[src/hdl/rme_pkg.sv]
`timescale 1ns / 1ps
// Package for the ZYX Euler angle block: widths, CORDIC angle table, helpers.
// No dependencies.
package rme_pkg;
    localparam int MATRIX_FRAC_BITS_DEF = 14;
    localparam int ANGLE_FRAC_BITS_DEF  = 13;
    localparam int IN_W    = 16;
    localparam int STEPS   = 31;
    localparam int XW      = 64;
    localparam int ZW      = 34;
    localparam int SQ_W    = 31;
    localparam logic signed [ZW-1:0] PI_Q30      = 34'sd3373259426;
    localparam logic signed [ZW-1:0] HALF_PI_Q30 = 34'sd1686629713;
    localparam logic signed [XW-1:0] Q30_ONE     = 64'sd1073741824;

    typedef struct packed {
        logic signed [XW-1:0] x;
        logic signed [XW-1:0] y;
        logic signed [ZW-1:0] z;
    } t_vec;

    function automatic logic signed [ZW-1:0] atan_entry(input int i);
        case (i)
            0: atan_entry = 34'sd843314857;
            1: atan_entry = 34'sd497837829;
            2: atan_entry = 34'sd263043837;
            3: atan_entry = 34'sd133525159;
            4: atan_entry = 34'sd67021687;
            5: atan_entry = 34'sd33543516;
            6: atan_entry = 34'sd16775851;
            7: atan_entry = 34'sd8388437;
            8: atan_entry = 34'sd4194283;
            9: atan_entry = 34'sd2097149;
            10: atan_entry = 34'sd1048576;
            default: atan_entry = ZW'(64'sd1 <<< (30 - i));
        endcase
    endfunction

    // Prepare atan2 start: reflect x<0 into right half plane, scale by 2^30.
    function automatic t_vec atan_start(input logic signed [31:0] y,
                                        input logic signed [31:0] x);
        t_vec v;
        logic signed [XW-1:0] xx;
        logic signed [XW-1:0] yy;
        xx = XW'(x);
        yy = XW'(y);
        v.z = '0;
        if (x < 0) begin
            v.z = (y < 0) ? -PI_Q30 : PI_Q30;
            xx = -xx;
            yy = -yy;
        end
        v.x = xx <<< 30;
        v.y = yy <<< 30;
        atan_start = v;
    endfunction
endpackage

[src/hdl/rme_sqrt_cell.sv]
`timescale 1ns / 1ps
// One bit of a restoring integer square root, for cos(theta) from r20.
// Depends on rme_pkg.
module rme_sqrt_cell #(
    parameter int BIT = 0,
    parameter int PW  = 1
) (
    input  logic                      i_clk,
    input  logic                      i_en,
    input  logic [60:0]               i_rem,
    input  logic [rme_pkg::SQ_W-1:0]  i_root,
    input  logic [PW-1:0]             i_p,
    output logic [60:0]               o_rem,
    output logic [rme_pkg::SQ_W-1:0]  o_root,
    output logic [PW-1:0]             o_p
);
    import rme_pkg::*;
    logic [62:0] w_trial;
    logic [60:0] r_rem;
    logic [SQ_W-1:0] r_root;
    logic [PW-1:0] r_p;

    // trial = (2*root + 2^bit) * 2^bit  computed in 63 bits
    assign w_trial = ((63'(i_root) << (BIT + 1)) | (63'(1) << (2 * BIT)));

    always_ff @(posedge i_clk) begin
        if (i_en) begin
            if (63'(i_rem) >= w_trial) begin
                r_rem  <= 61'(63'(i_rem) - w_trial);
                r_root <= i_root | (SQ_W'(1) << BIT);
            end else begin
                r_rem  <= i_rem;
                r_root <= i_root;
            end
            r_p <= i_p;
        end
    end
    assign o_rem = r_rem;
    assign o_root = r_root;
    assign o_p = r_p;
endmodule

[config.mk]
export PLATFORM = sky130hd
export DESIGN_NAME = rme_sqrt_cell
export DESIGN_NICKNAME = d
export VERILOG_FILES = /design/src/hdl/rme_pkg.sv /design/src/hdl/rme_sqrt_cell.sv
export SDC_FILE = /design/constraint.sdc
export NUM_CORES = 1
export LEC_CHECK = 0
export BUFFER_PORTS_ARGS = -buffer_cell sky130_fd_sc_hd__buf_2
export CAP_MARGIN = 5
export CORE_MARGIN = 2
export CORE_UTILIZATION = 47
export CTS_CLUSTER_DIAMETER = 100
export DETAILED_ROUTE_END_ITERATION = 8
export PLACE_DENSITY = 0.8
export SETUP_SLACK_MARGIN = 0.4
export SKIP_LAST_GASP = 1
export SLEW_MARGIN = 25
export SYNTH_ARGS = -nofsm -noshare
export SYNTH_HDL_FRONTEND = slang
export SYNTH_SLANG_ARGS = --single-unit
[constraint.sdc]
create_clock -name i_clk -period 3.65 [get_ports i_clk]
set_clock_uncertainty 0.15 [all_clocks]
set_input_delay 1.095 -clock i_clk [delete_from_list [all_inputs] [get_ports i_clk]]
set_output_delay 1.095 -clock i_clk [all_outputs]
set_load 0.02 [all_outputs]
-- Word level (Yosys, flattened, before mapping)
Cells that the tools add are included.
- bits in registers: 93
- latch bits: 0
- memory bits (writable): 0
- memory bits (read-only): 0
- output and inout bits: 93
- logic and storage cells: 7
- memories kept: 0
- add/subtract/negate cells: 1
- multiply operators: 0
- divide/modulo/power cells: 0
- $lt $le $gt $ge: 1
- equal/unequal tests: 0
- shifts and indexed selects: 0
- mux-type cells: 1
- bitwise gates (word level): 0
- reductions and logical operators: 0
- operator list (cell ; number):
    61-bit by 32-bit greater-or-equal comparator with 1-bit output ; 1
    61-bit 2-to-1 mux ; 1
    61-bit by 32-bit subtractor with 61-bit output ; 1

-- Logic depth before layout (Yosys ltp)
- depth in word-level cells: 2
- mapped depth: 13

-- Least setup slack after synthesis
No wires, ideal clock.
- path type: input-to-reg
- start: in i_root[10] (netlist bit)
- end: reg r_rem[48] (netlist: o_rem[48]), data pin
- arrival time: 3460 ps
- setup slack: -231 ps
- stages: 12
- cell sequence: inv_1 -> ha_1 -> buf_2 -> and3_1 -> and4_1 -> inv_2 -> or4_4 -> o31ai_4 -> nor2_4 -> buf_4 -> nor4_1 -> xor2_1
- cells in the longest elaborated chain, start to end: 2
- ends and longest elaborated chain (what ; RTL line ; RTL):
    from (decl) ; rme_sqrt_cell.sv:11 ; input logic [rme_pkg::SQ_W-1:0] i_root,
    61-bit by 32-bit subtractor with 61-bit output or 61-bit by 32-bit greater-or-equal comparator with 1-bit output (tied branches) ; rme_sqrt_cell.sv:29, rme_sqrt_cell.sv:28 ;
    61-bit 2-to-1 mux * ; rme_sqrt_cell.sv:28 ; if (63'(i_rem) >= w_trial) begin
    to (signal assigned) ; rme_sqrt_cell.sv:29 ; r_rem <= 61'(63'(i_rem) - w_trial);
    to (signal assigned) ; rme_sqrt_cell.sv:32 ; r_rem <= i_rem;
    to (decl) ; rme_sqrt_cell.sv:19 ; logic [60:0] r_rem;
Every way passes the cells marked *; elsewhere a longest branch is shown, timed or not.
A chain may end at the register's enable or synchronous reset.

-- Worst setup path in the final report
- start: in i_root[2] (netlist bit)
- end: reg r_rem[29] (netlist: o_rem[29]), data pin
Same word-level chain as after synthesis.

==> Implementation_results.wiki <==
{| class="wikitable"
! Metric !! Value
|-
| Core Rows || 40
|-
| Hold WC Path Type || in -> reg
|-
| CTS Buf Count || 9
|-
| Input/output buffers || 187
|-
| Dpl hpwl || 13100 um
|-
| TritonCTS clock tree || built
|-
| Area enclosed by the die boundary || 0.0132 mm2
|-
| Cell area after synthesis || 0.00579 mm2
|-
| Maxcap violations || 0
|-
| Transition time of the tightest slew-check pin || 0.842 ns
|-
| EDFF count, synth || 93
|-
| Data required, critical path || 3.60 ns
|-
| Die Wd || 115 um
|-
| CTS sink count || 93
|-
| Share of final-layout standard cells stronger than drive strength 1 || 52.1%
|-
| Count of pins over their slew limit || 0
|-
| Element type at the critical path end || flop
|-
| Number of buffers between clock root and the deepest sink || 2
|-
| Normalized max-slew margin || 43.7%
|-
| # IOs || 188
|-
| Total detailed-routing wirelength || 19800 um
|-
| Die extent in y || 115 um
|-
| Hold Buf Count CTS || 0
|-
| Fraction of synthesized cell area taken by the top area cell type || 48.2%
|-
| Post-synthesis instance total || 574
|-
| Per-cell routed wire length || 18.7 um
|-
| Initial standard-cell utilization of the core || 48.2%
|-
| Cell accounting for the most synthesized area || sky130_fd_sc_hd__edfxtp_1
|-
| Worst slack after detailed placement || -0.365 ns
|-
| Filler cell count in the final layout || 707
|-
| Antenna Nets Post-Route || 0
|-
| Power Dens Cells || 356 mW/mm2
|-
| Most common cell after layout, fill and taps aside || sky130_fd_sc_hd__buf_2
|-
| Number of DRC markers in iteration 0 || 506
|-
| Wire length of the first global-routing pass || 28900 um
|-
| Core area || 0.0120 mm2
|-
| Primary FF master, synth || sky130_fd_sc_hd__edfxtp_1
|-
| Start-to-end type of the worst setup path || in -> reg
|-
| Register area || 0.00279 mm2
|-
| Largest cells by area after synthesis || sky130_fd_sc_hd__edfxtp_1, sky130_fd_sc_hd__ha_1, sky130_fd_sc_hd__xor2_1
|-
| Type of element launching the critical path || input pin
|-
| Via total after detailed routing || 6069
|-
| Result of the run || finished, final reports clean
|-
| Final GP Congestion || 0.972
|-
| Unrepaired setup endpoints after global routing || yes
|-
| Maximum achievable frequency || 282 MHz
|-
| Worst-path clk slew || 0.06 ns
|-
| Antenna violations before repair || 2
|-
| Time the final worst path needs with I/O delays and setup || 3.55 ns
|-
| Number of nets in the synthesized netlist || 702
|-
| Aggregate global-route resource usage || 28.0%
|-
| Vias per std cell || 5.73
|-
| Smallest setup slack after layout || 0.105 ns
|-
| Global route overflow || 0
|-
| Layout Nets || 1035
|-
| Leading cell types in the layout, fill and taps excluded || sky130_fd_sc_hd__buf_2, sky130_fd_sc_hd__buf_4, sky130_fd_sc_hd__edfxtp_1
|-
| Hold Fails Final Rpt || 0
|-
| Pin count of the biggest net entering global routing || 50
|-
| Detailed-route DRC error count || 0
|-
| Clock root buffer || sky130_fd_sc_hd__clkbuf_16
|-
| Part of the Yosys area used for sequential elements || 48.2%
|-
| Area growth from synthesis to layout || 63.0%
|-
| Dpl cells || 1014
|-
| Peak supply drop || 0.266 mV
|-
| Register bit total from synthesis || 93
|-
| Post-route non-filler standard cell count || 1060
|-
| H-tree lvl count || 3
|-
| Period Utilization, post-route || 97.1%
|-
| Setup-failing EPs final || 0
|-
| DRT Pass-1 Iters || 6
|-
| Fraction of registers with async set or reset after synthesis || 0%
|-
| Crit-path max FO || 6
|-
| Multi-input gate area in the final layout || 0.00350 mm2
|-
| Leakage Power || 0.00406 uW
|-
| Count of different cell masters after synthesis || 54
|-
| Via count of the first global-routing pass || 5940
|-
| Total of warnings raised by yosys || 0
|-
| Arrival time at the worst endpoint || 3.50 ns
|-
| Average instance area after synthesis || 10.1 um2
|}
synthesized netlist by cell type (3+ instances only):
cell type,number
sky130_fd_sc_hd__xor2_1,45
sky130_fd_sc_hd__o211ai_1,5
sky130_fd_sc_hd__clkbuf_1,10
sky130_fd_sc_hd__ha_1,32
sky130_fd_sc_hd__o221ai_1,3
sky130_fd_sc_hd__o21ai_0,46
sky130_fd_sc_hd__nor3_1,19
sky130_fd_sc_hd__or4_1,5
sky130_fd_sc_hd__nor2b_1,3
sky130_fd_sc_hd__a21o_1,14
sky130_fd_sc_hd__nand2b_1,3
sky130_fd_sc_hd__buf_2,3
sky130_fd_sc_hd__nand2_1,74
sky130_fd_sc_hd__xnor2_1,14
sky130_fd_sc_hd__or3_1,6
sky130_fd_sc_hd__edfxtp_1,93
sky130_fd_sc_hd__a211oi_1,5
sky130_fd_sc_hd__nor2_1,35
sky130_fd_sc_hd__nor4_1,11
sky130_fd_sc_hd__nand4_1,8
sky130_fd_sc_hd__nand3_1,10
sky130_fd_sc_hd__a21oi_1,39
sky130_fd_sc_hd__o21bai_1,5
sky130_fd_sc_hd__nor3b_1,3
sky130_fd_sc_hd__a31oi_1,5
sky130_fd_sc_hd__inv_1,37
sky130_fd_sc_hd__buf_4,4
sky130_fd_sc_hd__o21ai_1,3
cell families after synthesis:
logic type	share of synthesized area [%]
AND/OR/NAND/NOR	16.5
AO/OA/AOI/OAI	15.2
flip-flops	48.2
XOR/XNOR	8.92
buffers and inverters	3.89
adder cells (fa/ha/maj)	7.26
critical path, stage by stage:
cell and delay, ns:
sky130_fd_sc_hd__buf_6 0.07, sky130_fd_sc_hd__inv_2 0.04, sky130_fd_sc_hd__ha_4 0.27, sky130_fd_sc_hd__o211ai_1 0.11
sky130_fd_sc_hd__o211ai_1 0.31, sky130_fd_sc_hd__a31oi_2 0.19, sky130_fd_sc_hd__nor4_2 0.31, sky130_fd_sc_hd__buf_4 0.17
sky130_fd_sc_hd__o211a_4 0.18, sky130_fd_sc_hd__nor2_4 0.06, sky130_fd_sc_hd__buf_12 0.15, sky130_fd_sc_hd__buf_12 0.13
sky130_fd_sc_hd__buf_12 0.12, sky130_fd_sc_hd__clkbuf_16 0.15, sky130_fd_sc_hd__nand2_1 0.06, sky130_fd_sc_hd__o21ai_1 0.06
registers in the layout (all words and copies together), names as in the netlist:
signal  flops
o_root     31
o_p         1
o_rem      61
cell type report:
class                           count  area share (%)
Multi-Input combinational cell    426            37.1
Inverter                           38            1.72
Tap cell                          147            1.95
Clock inverter                      2           0.371
Antenna cell                        2          0.0530
Clock buffer                       13            2.54
Timing Repair Buffer              339            26.7
Sequential cell                    93            29.6
per-stage QoR:
step | instance area (um2) | utilization (%) | hold slack (ns) | TNS [ns] | total power, uW
finish | 9440 | 78.6 | 0.766 | 0 | 3360
global route | 9440 | 78.6 | 0.759 | 0 | 3470
CTS | 9050 | 75.3 | 0.757 | 0 | 3290
detailed placement | 8090 | 67.4 | 1.13 | -16.60 | 2320
floorplan | 6100 | - | 1.04 | 0 | 1880
global placement | 8090 | 67.4 | 1.12 | -11.70 | 2290
final timing paths:
path / startpoint / to / slack, ns / depth (start not counted)
max: i_root[2] / o_rem[29] / 0.10 / 16
min: i_root[2] / o_root[2] / 0.77 / 1
per-layer routing:
metal	share of wire (%)	global-route usage, %	vias up	routed length (um)
met5	0	0	-	0
met4	2.9	8.84	0	567
met3	7.6	5.90	47	1490
met2	50	47.7	315	9820
met1	40	35.9	2921	7890
li1	-	-	2786	-
report_power, final:
| part | switching (uW) | internal (uW) | leakage (uW) |
|---|---|---|---|
| Combinational | 616 | 463 | 0.00301 |
| Clock | 399 | 527 | 0.000134 |
| Sequential | 31.8 | 1320 | 0.000911 |
what timing repair did:
item	4_1_cts	5_1_grt
pin swaps	35	34
cloned	7	1
setup buffers	11	10
resized for setup	95	84
endpoints found under the setup margin	62	62
Power figures use the tool's default switching activity.
